**src/rtl/assert_macros.svh**
```systemverilog
// Assertion macros for the RTL files.
`ifndef ASSERT_MACROS_SVH
`define ASSERT_MACROS_SVH
`ifndef ASSERT_OFF
`define ASSERT_IMPL(label, clk, rst_n, prop, msg) \
  label: assert property (@(posedge clk) disable iff (!rst_n) prop) else $error(msg);
`define ASSERT_NR(label, clk, prop, msg) \
  label: assert property (@(posedge clk) prop) else $error(msg);
`else
`define ASSERT_IMPL(label, clk, rst_n, prop, msg)
`define ASSERT_NR(label, clk, prop, msg)
`endif
`endif

```
**src/rtl/zsa_pkg.sv**
```systemverilog
`timescale 1ns / 1ps
package zsa_pkg;
  localparam int unsigned Zones = 256;
  localparam int unsigned ZoneW = $clog2(Zones);
  localparam int unsigned AccW = 48;
  localparam int unsigned CntW = 32;
  localparam int unsigned CfgIdxW = 1;
  localparam int unsigned CfgDataW = 3;

  localparam logic [1:0] OpAccum = 2'd0;
  localparam logic [1:0] OpRead  = 2'd1;
  localparam logic [1:0] OpClear = 2'd2;

  localparam logic [2:0] ModeSum   = 3'd0;
  localparam logic [2:0] ModeMean  = 3'd1;
  localparam logic [2:0] ModeMin   = 3'd2;
  localparam logic [2:0] ModeMax   = 3'd3;
  localparam logic [2:0] ModeIsNa  = 3'd4;
  localparam logic [2:0] ModeNotNa = 3'd5;

  localparam logic [CfgIdxW-1:0] RegStatMode    = 1'd0;
  localparam logic [CfgIdxW-1:0] RegDropMissing = 1'd1;

  typedef struct packed {
    logic [1:0]  op;
    logic [7:0]  zone_index;
    logic        zone_missing;
    logic signed [31:0] sample_value;
    logic        sample_missing;
  } item_in_t;

  typedef struct packed {
    logic [7:0]  result_zone;
    logic signed [47:0] stat_value;
    logic [31:0] pixel_count;
    logic        zone_seen;
    logic        result_missing;
  } item_out_t;

  // One zone entry of the statistics store.
  typedef struct packed {
    logic signed [AccW-1:0] accum;
    logic [CntW-1:0] count;
    logic seen;
    logic poisoned;
  } zone_entry_t;

  // Request handed from the control path to the divider.
  typedef struct packed {
    logic start;
    logic signed [AccW-1:0] dividend;
    logic [CntW-1:0] divisor;
  } div_req_t;
endpackage

```
**src/rtl/zsa_divider.sv**
```systemverilog
`timescale 1ns / 1ps
module zsa_divider import zsa_pkg::*; (
  input  logic clk_i,
  input  logic rst_ni,
  input  div_req_t req_i,
  output logic done_o,
  output logic signed [AccW-1:0] quot_o
);
  localparam int unsigned StepW = $clog2(AccW + 1);

  logic [AccW-1:0] rem_q, rem_d, quo_q, quo_d, mag_q, mag_d;
  logic [CntW-1:0] dvs_q, dvs_d;
  logic neg_q, neg_d;
  logic [StepW-1:0] step_q, step_d;
  logic busy_q, busy_d, done_q, done_d;
  logic [AccW:0] shifted;
  logic [AccW:0] diff;

  // Restoring division of magnitudes, one quotient bit per cycle.
  always_comb begin
    rem_d = rem_q; quo_d = quo_q; mag_d = mag_q; dvs_d = dvs_q; neg_d = neg_q;
    step_d = step_q; busy_d = busy_q; done_d = 1'b0;
    shifted = {rem_q, mag_q[AccW-1]};
    diff = shifted - {{(AccW+1-CntW){1'b0}}, dvs_q};
    if (req_i.start) begin
      mag_d = req_i.dividend[AccW-1] ? AccW'(-req_i.dividend) : AccW'(req_i.dividend);
      neg_d = req_i.dividend[AccW-1];
      dvs_d = req_i.divisor;
      rem_d = '0; quo_d = '0;
      step_d = StepW'(AccW);
      busy_d = 1'b1;
    end else if (busy_q) begin
      mag_d = {mag_q[AccW-2:0], 1'b0};
      if (!diff[AccW]) begin
        rem_d = diff[AccW-1:0];
        quo_d = {quo_q[AccW-2:0], 1'b1};
      end else begin
        rem_d = shifted[AccW-1:0];
        quo_d = {quo_q[AccW-2:0], 1'b0};
      end
      step_d = step_q - 1'b1;
      if (step_q == StepW'(1)) begin
        busy_d = 1'b0;
        done_d = 1'b1;
      end
    end
  end

  always_ff @(posedge clk_i or negedge rst_ni) begin
    if (!rst_ni) begin
      busy_q <= 1'b0;
      done_q <= 1'b0;
      step_q <= '0;
    end else begin
      busy_q <= busy_d;
      done_q <= done_d;
      step_q <= step_d;
    end
  end

  always_ff @(posedge clk_i) begin
    rem_q <= rem_d; quo_q <= quo_d; mag_q <= mag_d; dvs_q <= dvs_d; neg_q <= neg_d;
  end

  assign done_o = done_q;
  assign quot_o = neg_q ? -$signed(quo_q) : $signed(quo_q);
endmodule

```
**config.mk**
```make
export PLATFORM = sky130hd
export DESIGN_NAME = zsa_divider
export DESIGN_NICKNAME = d
export VERILOG_FILES = /design/src/rtl/assert_macros.svh /design/src/rtl/zsa_pkg.sv /design/src/rtl/zsa_divider.sv
export SDC_FILE = /design/constraint.sdc
export NUM_CORES = 1
export LEC_CHECK = 0
export ABC_AREA = 1
export BUFFER_PORTS_ARGS = -buffer_cell sky130_fd_sc_hd__buf_2
export CAP_MARGIN = 15
export CORE_MARGIN = 2
export CORE_UTILIZATION = 37
export CTS_CLUSTER_SIZE = 16
export DETAILED_ROUTE_END_ITERATION = 8
export PLACE_DENSITY_LB_ADDON = 0.12
export SLEW_MARGIN = 20
export SYNTH_ARGS = -nofsm -noshare
export SYNTH_HDL_FRONTEND = slang
export SYNTH_SLANG_ARGS = --single-unit
```
**constraint.sdc**
```tcl
create_clock -name clk_i -period 2.77 [get_ports clk_i]
set_input_delay 0.554 -clock clk_i [delete_from_list [all_inputs] [get_ports clk_i]]
set_output_delay 0.554 -clock clk_i [all_outputs]
set_load 0.02 [all_outputs]
```
==> results of run 1 <==
==> Yosys cell counts (all sizes together), types with 13 or more instances <==
library cell and number:
inv 325, nor2 233, o22ai 48, dfxtp 96
a31oi 14, nand2 842, or2 13, nand4 27
edfxtp 81, buf 15, o21ai 64, xor2 94
a21oi 28, nand3 106, ha 36, clkbuf 40
nor4 13, nor3 22
==> layout make-up <==
type / count / area, um2 / share of cell area (%)
clock buffer: 17 / 425 / 2.64
clock inverter: 15 / 180 / 1.12
inverter: 326 / 1230 / 7.66
multi-input combinational: 1570 / 7870 / 48.8
sequential: 185 / 4580 / 28.4
tap: 461 / 577 / 3.58
timing repair buffer: 188 / 1250 / 7.74
==> metrics by stage <==
stage / utilization, % / TNS, ns / cell area [um2] / total power (W) / hold WS [ns]
2_1_floorplan: - / 0 / 13500 / 0.00407 / 0.258
3_3_place_gp: 41.4 / 0 / 14800 / 0.00449 / 0.411
3_5_place_dp: 41.4 / 0 / 14800 / 0.00450 / 0.415
4_1_cts: 44.1 / -0.512 / 15700 / 0.00713 / 0.244
5_1_grt: 45.2 / -1.04 / 16100 / 0.00744 / 0.248
6_report: 45.2 / 0 / 16100 / 0.00708 / 0.263
==> metal layers <==
layer  track usage (%)  routed length (um)  up-vias
met2              36.2               18800      285
met5                 0                  22        -
met1              29.1               19600     6164
met4              7.78                1160        4
li1                  -                   -     6958
met3              3.45                1730       61
==> flip-flops by register name, indices dropped and copies added, names as in the netlist <==
register	cells
dvs_q	32
step_q	6
quo_q	48
done_o	1
mag_q	48
neg_q	1
rem_q	48
busy_q	1
==> placed cells by master, fill, tap and decap left out, types with 17 or more instances in the layout <==
master,instances
o22ai_1,48
clkbuf_16,17
buf_4,59
dfxtp_1,80
inv_1,307
nand2_1,826
nand4_1,27
o21ai_0,55
buf_2,113
ha_1,35
a21oi_1,27
nand3_1,96
nor2_2,19
nor2_1,198
xor2_1,92
edfxtp_1,81
==> kinds of logic after synthesis <==
logic type	after synthesis	synth area share, %
simple gates	1271	38.3
buf+inv	381	11.0
flops	185	33.8
compound gates	159	6.62
xor+xnor	103	6.70
fa+ha+maj	37	3.50
==> power groups by stage <==
| stage | clock (W) | sequential (W) | combinational, W |
|---|---|---|---|
| floorplan | 0 | 0.00311 | 0.000954 |
| finish | 0.00263 | 0.00306 | 0.00139 |
| detailed placement | 0 | 0.00313 | 0.00137 |
| global placement | 0 | 0.00313 | 0.00136 |
| global route | 0.00278 | 0.00308 | 0.00158 |
| CTS | 0.00268 | 0.00307 | 0.00139 |
==> final timing paths <==
check | start | to | depth (start not counted)
max | quo_q[11] | quot_o[46] | 10
min | req_i[31] | dvs_q[31] | 1
max reg2reg | mag_q[47] | rem_q[46] | 19
min reg2reg | rem_q[6] | rem_q[6] | 2
max in group asynchronous | rst_ni | busy_q | 2
min in group asynchronous | rst_ni | step_q[5] | 2
==> repair_timing <==
| item | CTS | global route |
|---|---|---|
| setup buffers | 12 | 14 |
| resized for setup | 89 | 85 |
| hold endpoints to repair | 8 | 0 |
| pin swaps | 26 | 39 |
| hold buffers | 1 | 0 |
| setup endpoints to repair | 28 | 59 |
==> results.py, run 1 <==
metrics = {
    "outcome": {
        "status": "finished, final reports clean",
    },
    "power_and_ir_drop": {
        "p_int_w": 0.00487,
        "power_frac_comb_pct": 19.6,
        "clockPowerShare_pct": 37.1,
        "power_frac_seq_pct": 43.3,
        "cellPowerDensity_nw_per_um2": 439,
        "switching_power_w": 0.00221,
        "p_sw_share_pct": 31.2,
        "leakage_nw": 8.61,
        "ir_drop_v": 0.000433,
    },
    "setup_path": {
        "critical_path.top_delay_family": "simple AND/OR/NAND/NOR gates",
        "crit_buf_inv": 2,
        "crit_type": "flop to output pin",
        "start_kind": "flop",
        "worst_setup_path_end_kind": "output pin",
        "worst_ep_arrival_time_ns": 2.21,
        "required_ns": 2.22,
        "path_cells": "nor2_4, nand3_4, nor2_4, buf_6, nand2_4, nor4_4, xor2_1, nand2_1, o21ai_2, buf_6",
        "crit_fanout": 4,
        "crit_path_max_incr_delay_ns": 0.37,
        "r2r_slack_ns": 0.27,
        "critPathSlowestCell": "dfxtp_4",
    },
    "sta": {
        "relSlewSlack_pct": 58.3,
        "timing.final.hold_violations": 0,
        "finalCritPeriodShare_pct": 99.8,
        "period_needed_ns": 2.76,
        "rsz0062_at_grt": "yes",
        "max_slew.worst_pin.slew_ns": 0.625,
        "worst_slack_ns": 0.00633,
        "setup_viol": 0,
        "finClkSkew_ns": 0.0147,
        "max_freq_mhz": 362,
        "slew_violations": 0,
    },
    "placed_design": {
        "routabilityCongestion": 0.890,
        "io_buffers": 131,
        "place_ws_ns": 0.107,
        "dp_hpwl_mm": 31.5,
        "place_inst": 2703,
    },
    "route": {
        "routedWlPerCell_um": 15.0,
        "antenna_left": 0,
        "drt-pass1-iter-count": 5,
        "route.detailed.drc": 0,
        "viasPerCell": 4.88,
        "drt_first_iter_violations": 892,
        "vias": 13500,
        "totalWireLength_mm": 41.4,
    },
    "clocking": {
        "clk_pin_slew_ns": 0.08,
        "clock-sinks": 185,
        "cts_buffers": 17,
        "clock_latency_ns": 0.46,
        "ctsHtreeMaxLevel": 4,
        "cts-root-buf": "clkbuf_16",
        "clk_path_buf_depth": 2,
        "cts_tree": "yes",
    },
    "synthesis": {
        "syn_avg_cell_area_um2": 6.30,
        "synth_area_leader_cell": "nand2_1",
        "syn_nets": 2256,
        "synth-edff-count": 81,
        "ys_ff_latch": 185,
        "yosys-top-cells-area": "nand2_1, edfxtp_1, dfxtp_1",
        "synth_flop_cell": "dfxtp_1",
        "synth_area_um2": 13500,
        "synthArstFlopShare_pct": 4.32,
        "ys_seq_area_share_pct": 33.8,
        "synth.top_cell.area_share_pct": 23.3,
        "yosys_warnings": 0,
        "syn-instance-count": 2136,
        "synth_cell_types": 40,
    },
    "floorplan": {
        "initial_utilization_pct": 37.7,
        "die_w_um": 195,
        "die_y_um": 195,
        "rows": 69,
        "core_um2": 35700,
        "die_area_um2": 37900,
        "io_pins": 132,
    },
    "global_routing": {
        "grt_pass1_wl_mm": 66.5,
        "overflow": 0,
        "antenna_found_initial": 2,
        "grt_usage_pct": 21.9,
        "grt_pass1_vias": 13200,
        "grt_max_degree": 51,
    },
    "hold_path": {
        "worstHoldPathType": "primary input to flop",
    },
    "finish": {
        "n_fill_cell": 3764,
        "final_nets": 2408,
        "diodes": 0,
        "fin_cells": 2762,
        "drive_gt1_share_pct": 15.3,
        "area_growth_pct": 19.8,
    },
    "flow_run": {
        "maxCapViolCount": 0,
    },
}
Power figures use the tool's default switching activity.
==> inputs of run 2 (changes only) <==
- PLACE_DENSITY_LB_ADDON: 0.12 -> 0.2
==> results.py, run 2 (synthesis results as in run 1) <==
metrics = {
    "clocking": {
        "cts-root-buf": "clkbuf_16",
        "clk_pin_slew_ns": 0.08,
        "clk_path_buf_depth": 2,
        "ctsHtreeMaxLevel": 4,
        "clock-sinks": 185,
        "clock_latency_ns": 0.46,
        "cts_buffers": 17,
        "cts_tree": "yes",
    },
    "global_routing": {
        "grt_pass1_wl_mm": 66.9,
        "overflow": 0,
        "grt_usage_pct": 22.1,
        "antenna_found_initial": 2,
        "grt_max_degree": 69,
        "grt_pass1_vias": 12900,
    },
    "setup_path": {
        "start_kind": "flop",
        "worst_setup_path_end_kind": "output pin",
        "crit_path_max_incr_delay_ns": 0.37,
        "required_ns": 2.22,
        "critPathSlowestCell": "dfxtp_4",
        "path_cells": "nor4_4, nand2_1, nor2_4, nand3_4, nand2_4, o21ai_2, nor2_2, xor2_1, buf_4",
        "crit_type": "flop to output pin",
        "worst_ep_arrival_time_ns": 2.31,
        "crit_fanout": 4,
    },
    "power_and_ir_drop": {
        "cellPowerDensity_nw_per_um2": 436,
        "power_frac_comb_pct": 20.3,
        "p_sw_share_pct": 31.7,
        "power_frac_seq_pct": 43.6,
        "p_int_w": 0.00481,
        "switching_power_w": 0.00223,
        "clockPowerShare_pct": 36.2,
        "leakage_nw": 8.56,
        "ir_drop_v": 0.000439,
    },
    "finish": {
        "layout_commonest_cell": "nand2_1",
        "layout_common_cells": "nand2_1, inv_1, nor2_1, buf_2, nand3_1",
        "drive_gt1_share_pct": 15.5,
        "area_growth_pct": 19.8,
        "multiInputGateArea_um2": 7910,
        "final_nets": 2404,
        "fin_cells": 2758,
        "diodes": 0,
        "fin_area_um2": 16100,
        "n_fill_cell": 3789,
        "ff_latch_area_um2": 4590,
        "reg_top3": "mag_q x48, quo_q x48, rem_q x48",
    },
    "floorplan": {
        "core_um2": 35700,
        "initial_utilization_pct": 37.7,
        "die_y_um": 195,
        "rows": 69,
        "io_pins": 132,
        "die_w_um": 195,
        "die_area_um2": 37900,
    },
    "outcome": {
        "violations": "setup timing",
        "status": "complete, but fails checks",
    },
    "route": {
        "antenna_left": 0,
        "totalWireLength_mm": 41.6,
        "viasPerCell": 4.90,
        "routedWlPerCell_um": 15.1,
        "vias": 13500,
        "drt-pass1-iter-count": 5,
        "drt_first_iter_violations": 751,
        "route.detailed.drc": 0,
    },
    "sta": {
        "max_slew.worst_pin.slew_ns": 0.634,
        "timing.final.hold_violations": 0,
        "slew_violations": 0,
        "worst_slack_ns": -0.0923,
        "relSlewSlack_pct": 57.7,
        "setup_viol": 8,
        "max_freq_mhz": 349,
        "period_needed_ns": 2.86,
        "finClkSkew_ns": 0.0158,
        "hold_ws_ns": 0.266,
        "finalCritPeriodShare_pct": 103,
        "rsz0062_at_grt": "yes",
    },
    "placed_design": {
        "routabilityCongestion": 0.929,
        "place_inst": 2701,
        "post_dp_cell_area_um2": 14700,
        "dp_hpwl_mm": 31.3,
        "io_buffers": 131,
    },
    "flow_run": {
        "maxCapViolCount": 0,
    },
    "hold_path": {
        "worstHoldPathType": "primary input to flop",
    },
}
## run 2: area by class of cell
cell class / instances / area share [%]
Clock buffer: 18 / 2.66
Multi-Input combinational cell: 1570 / 49.0
Timing Repair Buffer: 184 / 7.65
Clock inverter: 14 / 0.970
Tap cell: 461 / 3.58
Inverter: 326 / 7.66
Sequential cell: 185 / 28.4
## run 2: per-stage QoR
step | util, % | setup WS [ns] | TNS, ns | power (W)
floorplan | - | 0.193 | 0 | 0.00407
global placement | 41.3 | 0.0854 | 0 | 0.00448
detailed placement | 41.3 | 0.0878 | 0 | 0.00450
CTS | 44.0 | -0.0805 | -0.647 | 0.00708
global route | 45.2 | -0.186 | -2.24 | 0.00743
finish | 45.2 | -0.0923 | -0.257 | 0.00704
## run 2: per-layer routing
layer  part of all wire [%]  vias up  track usage [%]
met4                    2.4        4             6.58
met3                    4.8       60             3.94
met1                     47     6203             29.7
met5                  0.062        -                0
li1                       -     6952                -
met2                     46      295             36.1
## run 2: final timing paths
| kind | from | end | slack (ns) | depth (start not counted) |
|---|---|---|---|---|
| setup / recovery | quo_q[18] | quot_o[41] | -0.09 | 9 |
| hold / removal | req_i[31] | dvs_q[31] | 0.27 | 1 |
| setup reg to reg | dvs_q[31] | rem_q[43] | 0.20 | 14 |
| hold reg to reg | rem_q[17] | rem_q[17] | 0.47 | 2 |
| max in group asynchronous | rst_ni | step_q[3] | 2.10 | 2 |
| min in group asynchronous | rst_ni | step_q[0] | 0.50 | 2 |
## run 2: repair_timing
action                                 in CTS  in global routing
gates resized for setup                    87                105
buffers inserted                           13                 10
gates cloned                                0                  1
endpoints found under the hold margin       8                  0
pin swaps                                  21                 33
hold buffers                                1                  0
setup endpoints to repair                  28                 76
## run 2: power by group through the flow
stage               sequential [W]  combinational, W  clock, W
floorplan                  0.00311          0.000954         0
global placement           0.00313           0.00136         0
detailed placement         0.00313           0.00137         0
CTS                        0.00307           0.00138   0.00263
global route               0.00308           0.00162   0.00273
finish                     0.00306           0.00143   0.00254
## run 2: critical path: cells and delay by family (launching register included)
| kind | cells | cell delay, ns |
|---|---|---|
| flip-flops | 1 | 0.37 |
| buffers and inverters | 1 | 0.18 |
| AO/OA/AOI/OAI | 1 | 0.09 |
| AND/OR/NAND/NOR | 6 | 1.00 |
| XOR/XNOR | 1 | 0.21 |
